==> src/hdl/rbm_pkg.sv <==
// Package for the random buffer mutator: sizes, generator constants, mutation
// kinds, microcode word layout and the microcode program itself.
// No dependencies.
`timescale 1ns / 1ps
`default_nettype none

package rbm_pkg;

  // Buffer and mutation limits
  localparam int BUFFER_DEPTH     = 64;
  localparam int MAX_BIT_FLIPS    = 32;   // power of two
  localparam int MAX_BYTE_CHANGES = 8;    // power of two

  // Byte store geometry
  localparam int STORE_DEPTH = 64;
  localparam int ADDR_W      = 6;
  localparam int FILL_W      = 7;
  localparam int CNT_W       = 8;
  localparam int UPC_W       = 5;

  // Remainder unit: four dividend bits per cycle
  localparam int DIV_DIGIT = 4;
  localparam int DIV_STEPS = 32 / DIV_DIGIT;
  localparam int DCNT_W    = 3;

  // Generator
  localparam logic [31:0] LCG_MUL    = 32'd29943829;
  localparam logic [31:0] LCG_INC    = 32'd3;
  localparam logic [31:0] SEED_RESET = 32'd1;

  // Known byte values and the id bytes that may be kept
  localparam logic [7:0]        KNOWN_EVEN = 8'h80;
  localparam logic [7:0]        KNOWN_ODD  = 8'h7F;
  localparam logic [ADDR_W-1:0] KEEP_BASE  = 6'd8;

  typedef enum logic [1:0] {
    KIND_FLIP   = 2'd0,
    KIND_INVERT = 2'd1,
    KIND_KNOWN  = 2'd2
  } kind_t;

  // Datapath operations, one per microcode step
  typedef enum logic [4:0] {
    OP_NOP,
    OP_LOAD,
    OP_KRD,
    OP_KCAP,
    OP_DRAW,
    OP_SKIND,
    OP_SCNT,
    OP_DINIT,
    OP_DSTEP,
    OP_RDPOS,
    OP_DRAW_FLIP,
    OP_MODIFY,
    OP_KNOWN,
    OP_CLR_IDX,
    OP_RESTORE,
    OP_ERD,
    OP_ELD,
    OP_DONE
  } op_t;

  // Jump conditions
  typedef enum logic [2:0] {
    C_NEXT,
    C_ALWAYS,
    C_NOT_LAST,
    C_IDX_NOT3,
    C_CNT_DONE,
    C_DIV_MORE,
    C_KIND_KNOWN,
    C_EMIT_MORE
  } cond_t;

  typedef logic [UPC_W-1:0] upc_t;

  typedef struct packed {
    op_t   op;
    cond_t cond;
    upc_t  tgt;
  } uword_t;

  // Step addresses
  localparam upc_t ST_LOAD    = 5'd0;
  localparam upc_t ST_KRD     = 5'd1;
  localparam upc_t ST_KCAP    = 5'd2;
  localparam upc_t ST_DKIND   = 5'd3;
  localparam upc_t ST_SKIND   = 5'd4;
  localparam upc_t ST_DCNT    = 5'd5;
  localparam upc_t ST_SCNT    = 5'd6;
  localparam upc_t ST_LOOP    = 5'd7;
  localparam upc_t ST_DPOS    = 5'd8;
  localparam upc_t ST_DINIT   = 5'd9;
  localparam upc_t ST_DSTEP   = 5'd10;
  localparam upc_t ST_RDPOS   = 5'd11;
  localparam upc_t ST_DBIT    = 5'd12;
  localparam upc_t ST_MODIFY  = 5'd13;
  localparam upc_t ST_KNOWN   = 5'd14;
  localparam upc_t ST_RINIT   = 5'd15;
  localparam upc_t ST_RESTORE = 5'd16;
  localparam upc_t ST_EINIT   = 5'd17;
  localparam upc_t ST_ERD     = 5'd18;
  localparam upc_t ST_ELD     = 5'd19;
  localparam upc_t ST_DONE    = 5'd20;

  function automatic uword_t mk(input op_t op, input cond_t cond, input upc_t tgt);
    uword_t w;
    w.op   = op;
    w.cond = cond;
    w.tgt  = tgt;
    return w;
  endfunction

  // Microcode program
  function automatic uword_t ucode_rom(input upc_t a);
    uword_t w;
    unique case (a)
      ST_LOAD:    w = mk(OP_LOAD,      C_NOT_LAST,   ST_LOAD);
      ST_KRD:     w = mk(OP_KRD,       C_NEXT,       ST_LOAD);
      ST_KCAP:    w = mk(OP_KCAP,      C_IDX_NOT3,   ST_KRD);
      ST_DKIND:   w = mk(OP_DRAW,      C_NEXT,       ST_LOAD);
      ST_SKIND:   w = mk(OP_SKIND,     C_NEXT,       ST_LOAD);
      ST_DCNT:    w = mk(OP_DRAW,      C_NEXT,       ST_LOAD);
      ST_SCNT:    w = mk(OP_SCNT,      C_NEXT,       ST_LOAD);
      ST_LOOP:    w = mk(OP_NOP,       C_CNT_DONE,   ST_RINIT);
      ST_DPOS:    w = mk(OP_DRAW,      C_NEXT,       ST_LOAD);
      ST_DINIT:   w = mk(OP_DINIT,     C_NEXT,       ST_LOAD);
      ST_DSTEP:   w = mk(OP_DSTEP,     C_DIV_MORE,   ST_DSTEP);
      ST_RDPOS:   w = mk(OP_RDPOS,     C_KIND_KNOWN, ST_KNOWN);
      ST_DBIT:    w = mk(OP_DRAW_FLIP, C_NEXT,       ST_LOAD);
      ST_MODIFY:  w = mk(OP_MODIFY,    C_ALWAYS,     ST_LOOP);
      ST_KNOWN:   w = mk(OP_KNOWN,     C_ALWAYS,     ST_LOOP);
      ST_RINIT:   w = mk(OP_CLR_IDX,   C_NEXT,       ST_LOAD);
      ST_RESTORE: w = mk(OP_RESTORE,   C_IDX_NOT3,   ST_RESTORE);
      ST_EINIT:   w = mk(OP_CLR_IDX,   C_NEXT,       ST_LOAD);
      ST_ERD:     w = mk(OP_ERD,       C_NEXT,       ST_LOAD);
      ST_ELD:     w = mk(OP_ELD,       C_EMIT_MORE,  ST_ERD);
      ST_DONE:    w = mk(OP_DONE,      C_ALWAYS,     ST_LOAD);
      default:    w = mk(OP_NOP,       C_ALWAYS,     ST_LOAD);
    endcase
    return w;
  endfunction

  // x mod 3 by folding: 2^16, 2^8, 2^4 and 2^2 are all 1 mod 3
  function automatic logic [1:0] mod3_32(input logic [31:0] x);
    logic [16:0] a;
    logic [9:0]  b;
    logic [5:0]  c;
    logic [4:0]  d;
    logic [2:0]  e;
    logic [2:0]  f;
    a = {1'b0, x[31:16]} + {1'b0, x[15:0]};
    b = {1'b0, a[16:8]} + {2'b00, a[7:0]};
    c = b[9:4] + {2'b00, b[3:0]};
    d = {1'b0, c[5:2]} + {3'b000, c[1:0]};
    e = d[4:2] + {1'b0, d[1:0]};
    f = {2'b00, e[2]} + {1'b0, e[1:0]};
    if (f >= 3'd3) begin
      f = f - 3'd3;
    end
    return f[1:0];
  endfunction

endpackage

`default_nettype wire

==> src/hdl/rbm_ram.sv <==
// Generic simple dual-port RAM: one write port, one read port with
// registered read data. No dependencies.
`timescale 1ns / 1ps
`default_nettype none

module rbm_ram #(
  parameter int WIDTH = 8,
  parameter int DEPTH = 64
) (
  input  wire logic                     clk,
  input  wire logic                     we,
  input  wire logic [$clog2(DEPTH)-1:0] waddr,
  input  wire logic [WIDTH-1:0]         wdata,
  input  wire logic                     re,
  input  wire logic [$clog2(DEPTH)-1:0] raddr,
  output logic      [WIDTH-1:0]         rdata
);

  logic [WIDTH-1:0] mem [DEPTH];

  // Write port
  always_ff @(posedge clk) begin
    if (we) begin
      mem[waddr] <= wdata;
    end
  end

  // Registered read, holds while idle
  always_ff @(posedge clk) begin
    if (re) begin
      rdata <= mem[raddr];
    end
  end

endmodule

`default_nettype wire

==> src/hdl/random_buffer_mutator_top.sv <==
// Random buffer mutator top level: microcoded sequencer, generator,
// remainder unit and output register. Uses rbm_pkg and rbm_ram.
//
//  channel | direction | signals                          | payload
//  in_     | sink      | in_tvalid/in_tready              | tdata: data_byte, tlast: last,
//          |           |                                  | tuser: keep_ids
//  out_    | source    | out_tvalid/out_tready            | tdata: data_byte_res,
//          |           |                                  | tlast: last_res, tuser: mutation_kind
//  cfg_    | sink      | cfg_valid/cfg_ready (always 1)   | cfg_data: seed
//
// Bytes load at one per cycle while in_tvalid is high. After the last byte the id
// bytes are saved, then kind and count are picked, then each change (bit flip,
// inversion or known byte) is dominated by the remainder unit that takes
// position mod length four bits a cycle; the loop is then left and the ids
// are restored.
// Output reads and loads one byte at a time through the single RAM read port.
// Reset is synchronous and active low; the byte store is not cleared.
// A stalled output register holds the sequencer at its read step.
`timescale 1ns / 1ps
`default_nettype none

module random_buffer_mutator_top
  import rbm_pkg::*;
(
  input  wire logic        clk,
  input  wire logic        rst_n,
  // input bytes
  input  wire logic        in_tvalid,
  output logic             in_tready,
  input  wire logic [7:0]  in_tdata,   // [7:0] data_byte
  input  wire logic        in_tlast,   // last
  input  wire logic        in_tuser,   // [0] keep_ids
  // mutated bytes
  output logic             out_tvalid,
  input  wire logic        out_tready,
  output logic [7:0]       out_tdata,  // [7:0] data_byte_res
  output logic             out_tlast,  // last_res
  output logic [1:0]       out_tuser,  // [1:0] mutation_kind
  // seed register
  input  wire logic        cfg_valid,
  output logic             cfg_ready,
  input  wire logic [31:0] cfg_data
);

  // Sequencer
  upc_t   upc_r, upc_nxt;
  uword_t uw;
  logic   stall;
  logic   take_jump;

  // Control registers
  logic [FILL_W-1:0] fill_r, fill_nxt;
  logic [31:0]       rng_r, rng_nxt;
  logic [CNT_W-1:0]  idx_r, idx_nxt;
  logic [DCNT_W-1:0] dcnt_r, dcnt_nxt;
  logic              out_valid_r, out_valid_nxt;

  // Payload registers
  logic [7:0]        kept_r [4];
  kind_t             kind_r;
  logic              keep_r;
  logic [CNT_W-1:0]  cnt_r;
  logic [ADDR_W-1:0] rem_r, rem_nxt;
  logic [31:0]       dvd_r;
  logic [7:0]        out_data_r;
  logic              out_last_r;
  kind_t             out_kind_r;

  // RAM port
  logic              ram_we, ram_re;
  logic [ADDR_W-1:0] ram_waddr, ram_raddr;
  logic [7:0]        ram_wdata, ram_rdata;

  logic              in_xfer, out_xfer, cfg_xfer;
  logic [31:0]       lcg_next;
  logic              emit_last;
  logic [FILL_W-1:0] restore_addr;
  logic              has_room;

  rbm_ram #(
    .WIDTH (8),
    .DEPTH (STORE_DEPTH)
  ) u_store (
    .clk   (clk),
    .we    (ram_we),
    .waddr (ram_waddr),
    .wdata (ram_wdata),
    .re    (ram_re),
    .raddr (ram_raddr),
    .rdata (ram_rdata)
  );

  assign uw        = ucode_rom(upc_r);
  assign in_tready = (uw.op == OP_LOAD);
  assign cfg_ready = 1'b1;
  assign in_xfer   = in_tvalid & in_tready;
  assign out_xfer  = out_valid_r & out_tready;
  assign cfg_xfer  = cfg_valid & cfg_ready;

  assign out_tvalid = out_valid_r;
  assign out_tdata  = out_data_r;
  assign out_tlast  = out_last_r;
  assign out_tuser  = out_kind_r;

  assign lcg_next     = rng_r * LCG_MUL + LCG_INC;
  assign emit_last    = ((idx_r + CNT_W'(1)) == CNT_W'(fill_r));
  assign restore_addr = FILL_W'(KEEP_BASE) + FILL_W'(idx_r[1:0]);
  assign has_room     = (fill_r < FILL_W'(BUFFER_DEPTH));

  // Step hold: waiting on input, or on a full output register
  always_comb begin
    stall = 1'b0;
    if (uw.op == OP_LOAD && !in_tvalid) begin
      stall = 1'b1;
    end
    if (uw.op == OP_ERD && out_valid_r && !out_tready) begin
      stall = 1'b1;
    end
  end

  // Jump condition decode
  always_comb begin
    unique case (uw.cond)
      C_NEXT:       take_jump = 1'b0;
      C_ALWAYS:     take_jump = 1'b1;
      C_NOT_LAST:   take_jump = !in_tlast;
      C_IDX_NOT3:   take_jump = (idx_r[1:0] != 2'd3);
      C_CNT_DONE:   take_jump = (idx_r == cnt_r);
      C_DIV_MORE:   take_jump = (dcnt_r != DCNT_W'(DIV_STEPS - 1));
      C_KIND_KNOWN: take_jump = (kind_r == KIND_KNOWN);
      C_EMIT_MORE:  take_jump = !emit_last;
      default:      take_jump = 1'b0;
    endcase
  end

  // Next step address
  always_comb begin
    if (stall) begin
      upc_nxt = upc_r;
    end else if (take_jump) begin
      upc_nxt = uw.tgt;
    end else begin
      upc_nxt = upc_r + UPC_W'(1);
    end
  end

  // RAM port decode
  always_comb begin
    ram_we    = 1'b0;
    ram_waddr = rem_r;
    ram_wdata = ram_rdata;
    ram_re    = 1'b0;
    ram_raddr = rem_r;
    unique case (uw.op)
      OP_LOAD: begin
        ram_we    = in_xfer && has_room;
        ram_waddr = fill_r[ADDR_W-1:0];
        ram_wdata = in_tdata;
      end
      OP_KRD: begin
        ram_re    = 1'b1;
        ram_raddr = restore_addr[ADDR_W-1:0];
      end
      OP_RDPOS: begin
        ram_re = 1'b1;
      end
      OP_MODIFY: begin
        ram_we    = 1'b1;
        ram_wdata = (kind_r == KIND_FLIP) ? (ram_rdata ^ (8'd1 << rng_r[2:0]))
                                          : ~ram_rdata;
      end
      OP_KNOWN: begin
        ram_we    = 1'b1;
        ram_wdata = idx_r[0] ? KNOWN_ODD : KNOWN_EVEN;
      end
      OP_RESTORE: begin
        ram_we    = keep_r && (restore_addr < fill_r);
        ram_waddr = restore_addr[ADDR_W-1:0];
        ram_wdata = kept_r[idx_r[1:0]];
      end
      OP_ERD: begin
        ram_re    = !stall;
        ram_raddr = idx_r[ADDR_W-1:0];
      end
      default: begin
      end
    endcase
  end

  // Remainder unit: four restoring steps on the position remainder
  always_comb begin
    logic [ADDR_W:0]   t;
    logic [ADDR_W-1:0] r;
    r = rem_r;
    for (int j = 0; j < DIV_DIGIT; j++) begin
      t = {r, dvd_r[31 - j]};
      if (t >= fill_r) begin
        t = t - fill_r;
      end
      r = t[ADDR_W-1:0];
    end
    rem_nxt = r;
  end

  // Control register next values
  always_comb begin
    fill_nxt      = fill_r;
    rng_nxt       = rng_r;
    idx_nxt       = idx_r;
    dcnt_nxt      = dcnt_r;
    out_valid_nxt = out_valid_r;
    if (out_xfer) begin
      out_valid_nxt = 1'b0;
    end
    unique case (uw.op)
      OP_LOAD: begin
        if (in_xfer) begin
          idx_nxt = '0;
          if (has_room) begin
            fill_nxt = fill_r + FILL_W'(1);
          end
        end
      end
      OP_KCAP:      idx_nxt  = idx_r + CNT_W'(1);
      OP_DRAW:      rng_nxt  = lcg_next;
      OP_DRAW_FLIP: rng_nxt  = (kind_r == KIND_FLIP) ? lcg_next : rng_r;
      OP_SCNT:      idx_nxt  = '0;
      OP_DINIT:     dcnt_nxt = '0;
      OP_DSTEP:     dcnt_nxt = dcnt_r + DCNT_W'(1);
      OP_MODIFY:    idx_nxt  = idx_r + CNT_W'(1);
      OP_KNOWN:     idx_nxt  = idx_r + CNT_W'(1);
      OP_CLR_IDX:   idx_nxt  = '0;
      OP_RESTORE:   idx_nxt  = idx_r + CNT_W'(1);
      OP_ELD: begin
        idx_nxt       = idx_r + CNT_W'(1);
        out_valid_nxt = 1'b1;
      end
      OP_DONE:      fill_nxt = '0;
      default: begin
      end
    endcase
    if (cfg_xfer) begin
      rng_nxt = cfg_data;
    end
  end

  always_ff @(posedge clk) begin
    if (!rst_n) begin
      upc_r       <= ST_LOAD;
      fill_r      <= '0;
      rng_r       <= SEED_RESET;
      idx_r       <= '0;
      dcnt_r      <= '0;
      out_valid_r <= 1'b0;
    end else begin
      upc_r       <= upc_nxt;
      fill_r      <= fill_nxt;
      rng_r       <= rng_nxt;
      idx_r       <= idx_nxt;
      dcnt_r      <= dcnt_nxt;
      out_valid_r <= out_valid_nxt;
    end
  end

  // Payload registers
  always_ff @(posedge clk) begin
    unique case (uw.op)
      OP_LOAD: begin
        if (in_xfer && in_tlast) begin
          keep_r <= in_tuser;
        end
      end
      OP_KCAP:  kept_r[idx_r[1:0]] <= ram_rdata;
      OP_SKIND: kind_r <= kind_t'(mod3_32(rng_r));
      OP_SCNT: begin
        if (kind_r == KIND_FLIP) begin
          cnt_r <= CNT_W'(rng_r % MAX_BIT_FLIPS);
        end else begin
          cnt_r <= CNT_W'(rng_r % MAX_BYTE_CHANGES);
        end
      end
      OP_DINIT: begin
        dvd_r <= rng_r;
        rem_r <= '0;
      end
      OP_DSTEP: begin
        dvd_r <= dvd_r << DIV_DIGIT;
        rem_r <= rem_nxt;
      end
      OP_ELD: begin
        out_data_r <= ram_rdata;
        out_last_r <= emit_last;
        out_kind_r <= kind_r;
      end
      default: begin
      end
    endcase
  end

  // Checks
  a_fill_bound: assert property (@(posedge clk) disable iff (!rst_n)
    fill_r <= FILL_W'(BUFFER_DEPTH))
    else $error("fill count beyond buffer depth");

  a_pos_in_len: assert property (@(posedge clk) disable iff (!rst_n)
    (upc_r == ST_RDPOS) |-> (FILL_W'(rem_r) < fill_r))
    else $error("mutation position outside buffer length");

  a_kind_legal: assert property (@(posedge clk) disable iff (!rst_n)
    out_tvalid |-> (out_tuser != 2'd3))
    else $error("illegal mutation kind on output");

  a_write_in_len: assert property (@(posedge clk) disable iff (!rst_n)
    (ram_we && upc_r != ST_LOAD) |-> (FILL_W'(ram_waddr) < fill_r))
    else $error("store write outside buffer length");

  a_last_starts: assert property (@(posedge clk) disable iff (!rst_n)
    (in_xfer && in_tlast) |=> (upc_r == ST_KRD))
    else $error("last transfer did not start mutation");

endmodule

`default_nettype wire
==> config.mk <==
export PLATFORM = sky130hd
export DESIGN_NAME = random_buffer_mutator_top
export DESIGN_NICKNAME = d
export VERILOG_FILES = /design/src/hdl/rbm_pkg.sv /design/src/hdl/rbm_ram.sv /design/src/hdl/random_buffer_mutator_top.sv
export SDC_FILE = /design/constraint.sdc
export NUM_CORES = 2
export LEC_CHECK = 0
export ABC_AREA = 1
export BUFFER_PORTS_ARGS = -buffer_cell sky130_fd_sc_hd__buf_2
export CORE_ASPECT_RATIO = 2
export CORE_MARGIN = 3
export CORE_UTILIZATION = 55
export CTS_CLUSTER_SIZE = 40
export DETAILED_ROUTE_END_ITERATION = 8
export HOLD_SLACK_MARGIN = 0.03
export PLACE_DENSITY = 0.71
export SLEW_MARGIN = 20
export SYNTH_ARGS = -nofsm -noshare
export SYNTH_HDL_FRONTEND = slang
export SYNTH_SLANG_ARGS = --single-unit
==> constraint.sdc <==
create_clock -name clk -period 12.7 [get_ports clk]
set_input_delay 2.54 -clock clk [delete_from_list [all_inputs] [get_ports clk]]
set_output_delay 2.54 -clock clk [all_outputs]
set_load 0.02 [all_outputs]
==> results.cfg <==
[worst_setup_path]
r2r_cells = 35
start_kind = flop
arrival_ns = 8.35
slowest_delay_ns = 0.62
r2r_end = rem_r[1]
critPathSlowestCell = a21oi_1
path_class = flop to flop
worstPathRequired_ns = 13.19
crit_fanout = 12
critPathCaptureType = flop
r2r_start = fill_r[2]
critPathTopFamily = compound AO/OA/AOI/OAI gates
worstSetupStartpoint = fill_r[2]
cp_common_cell = nand2_1
crit_buf_inv = 6
r2r_setup_slack_ns = 4.84

[grt]
grt_max_degree = 170
grt_use_total = 0.297
overflow = 0
first_global_vias = 27138
grt_pass1_wl_mm = 160
antenna_found_initial = 7

[routing]
antenna_left = 0
via_per_inst = 6.03
drc = 0
dr.pass1.iters = 6
vias = 27106
drt_iter0_drc = 2364
wl_per_cell_um = 23.7
wl_mm = 107

[floorplan]
core_mm2 = 0.0677
ios = 61
die_h_um = 376
start_util = 0.556
die_area_mm2 = 0.0718
num_rows = 135
fp.dieW_um = 191

[hold_path]
hold_path_depth = 2
min_path_type = flop to flop
hold_end = rng_r[11]
worstHoldStart = rng_r[11]

[placement]
dp.cells = 4389
preCtsSetupSlack_ns = 4.90
placed_cell_area_mm2 = 0.0388
place_congestion = 1.01
numPortBuffers = 59
dp_hpwl_mm = 75.0

[flow_run]
maxCapViolCount = 0

[timing]
relSlewSlack = 0.238
rsz0062_at_grt = false
maxSlewViolCount = 0
fin_crit_ns = 7.86
setup_violations = 0
skew_ns = 0.0178
max_freq_ghz = 0.127
tns_ns = 0
final.period_utilization = 0.619
hold_violations = 0
worst_pin_slew_ns = 1.14
fin_ws_ns = 4.84

[cells_and_area]
fin_area_mm2 = 0.0407
nNetsFinal = 3977
fillers = 5506
drive_gt1_frac = 0.0714
syn_to_final_growth_pct = 8.16
fin_cells = 4498
final_common_cell = edfxtp_1
layout_common_cells = edfxtp_1, nand2_1, nor2_1

[cts]
cts_buffers = 57
clk_pin_slew_ns = 0.07
cts_hold_buf = 0
cts.sinks = 680
cts_max_path_buffers = 3
htreeDepth = 2
tritoncts = done
cts-resized-gates = 0
clockRootBuffer = clkbuf_16
clk_latency_ns = 0.62
post_cts_buffers = 0

[logic_synthesis]
async_flop_share = 0
syn_area_mm2 = 0.0377
synth_cell_type_count = 58
synth_edf_count = 609
syn_area_per_cell_um2 = 10.6
synth_flop_cell = edfxtp_1
syn_inst = 3545
synth_nets = 3964
synth_warnings = 0
ys_ff_latch = 680
yosysSeqAreaShare = 0.523

[status]
outcome = completed
[worst max path at each step]
stage | depth (start not counted) | slack, ns | end
global placement | 34 | 5.03 | rem_r[4]
CTS | 34 | 4.89 | rem_r[4]
finish | 35 | 4.84 | rem_r[1]
global route | 34 | 4.11 | rem_r[4]
floorplan | 32 | 6.34 | kind_r[1]
detailed placement | 34 | 4.90 | rem_r[4]
[through the flow]
step / util / hold slack, ns
after detailed placement: 0.573 / 0.461
after CTS: 0.601 / 0.470
after floorplan: - / 0.433
final: 0.601 / 0.464
after global routing: 0.601 / 0.489
after global placement: 0.573 / 0.450
[cell families after synthesis]
kind of cell	synth area share
AND/OR/NAND/NOR	0.126
AO/OA/AOI/OAI	0.126
flip-flops	0.523
buffers and inverters	0.0560
adder cells (fa/ha/maj)	0.149
XOR/XNOR	0.0195
other	0.0000996
multiplexers	0.000299
[tightest hold or removal path, stage by stage, from the launching register on]
cell and delay [ns]:
dfxtp_1 0.31, nand2_1 0.06, a21oi_1 0.05
[sequential cells by signal, summed over array words and instances (netlist names), 3 cells and up, named ones only]
register	count
uw	13
cnt_r	5
out_tdata	8
u_store.rdata	8
rng_r	32
u_store.mem	512
idx_r	8
kept_r	32
dcnt_r	3
fill_r	7
dvd_r	32
upc_r	5
rem_r	6
[metal layers]
layer / vias to the layer above / global-route usage / part of all wire
met5: - / 0 / 0
met4: 0 / 0.204 / 0.082
met3: 357 / 0.0344 / 0.053
met2: 1070 / 0.545 / 0.53
met1: 13204 / 0.314 / 0.33
li1: 12475 / - / -
[area by class of cell]
cell class | count | area, um2 | area share
Timing Repair Buffer | 96 | 586 | 0.0144
Clock buffer | 60 | 1440 | 0.0353
Antenna cell | 8 | 20.0 | 0.000492
Sequential cell | 680 | 19700 | 0.484
Clock inverter | 41 | 462 | 0.0113
Multi-Input combinational cell | 2350 | 16000 | 0.393
Inverter | 373 | 1410 | 0.0346
Tap cell | 890 | 1110 | 0.0273
[cells in the mapped netlist, types with 2 or more instances]
cell type	instances	area share
nand3_1	140	0.019
a31o_2	2	0.00047
nand4_1	22	0.0037
buf_1	2	0.00020
o21bai_1	11	0.0022
a21oi_1	148	0.020
dfxtp_1	71	0.038
a221oi_1	7	0.0016
inv_2	10	0.0010
o21ai_1	55	0.0073
a22oi_1	2	0.00040
buf_4	11	0.0022
nor2_4	3	0.00090
nor3_1	24	0.0032
fa_1	126	0.067
o2111ai_1	3	0.00070
nand2_4	2	0.00060
nand2_1	411	0.041
or2_2	23	0.0038
clkinv_1	3	0.00030
nor2_1	398	0.040
a31oi_1	13	0.0022
o31ai_1	2	0.00040
or2_0	52	0.0086
buf_6	8	0.0024
clkbuf_2	2	0.00027
xnor2_1	37	0.0086
o211ai_1	187	0.037
o21ai_0	267	0.035
nand3b_1	4	0.00080
inv_1	359	0.036
a21o_1	7	0.0014
clkbuf_1	63	0.0063
xor2_1	44	0.010
o221ai_1	37	0.0086
or2_1	15	0.0025
edfxtp_1	609	0.49
buf_2	56	0.0074
a211oi_1	3	0.00060
nand2_2	8	0.0013
o21ai_2	2	0.00047
o22ai_1	35	0.0058
ha_1	246	0.082
Power is left out: the tool's default activity adds up to more than one toggle a clock period on the data nets, which glitch-free logic cannot reach.
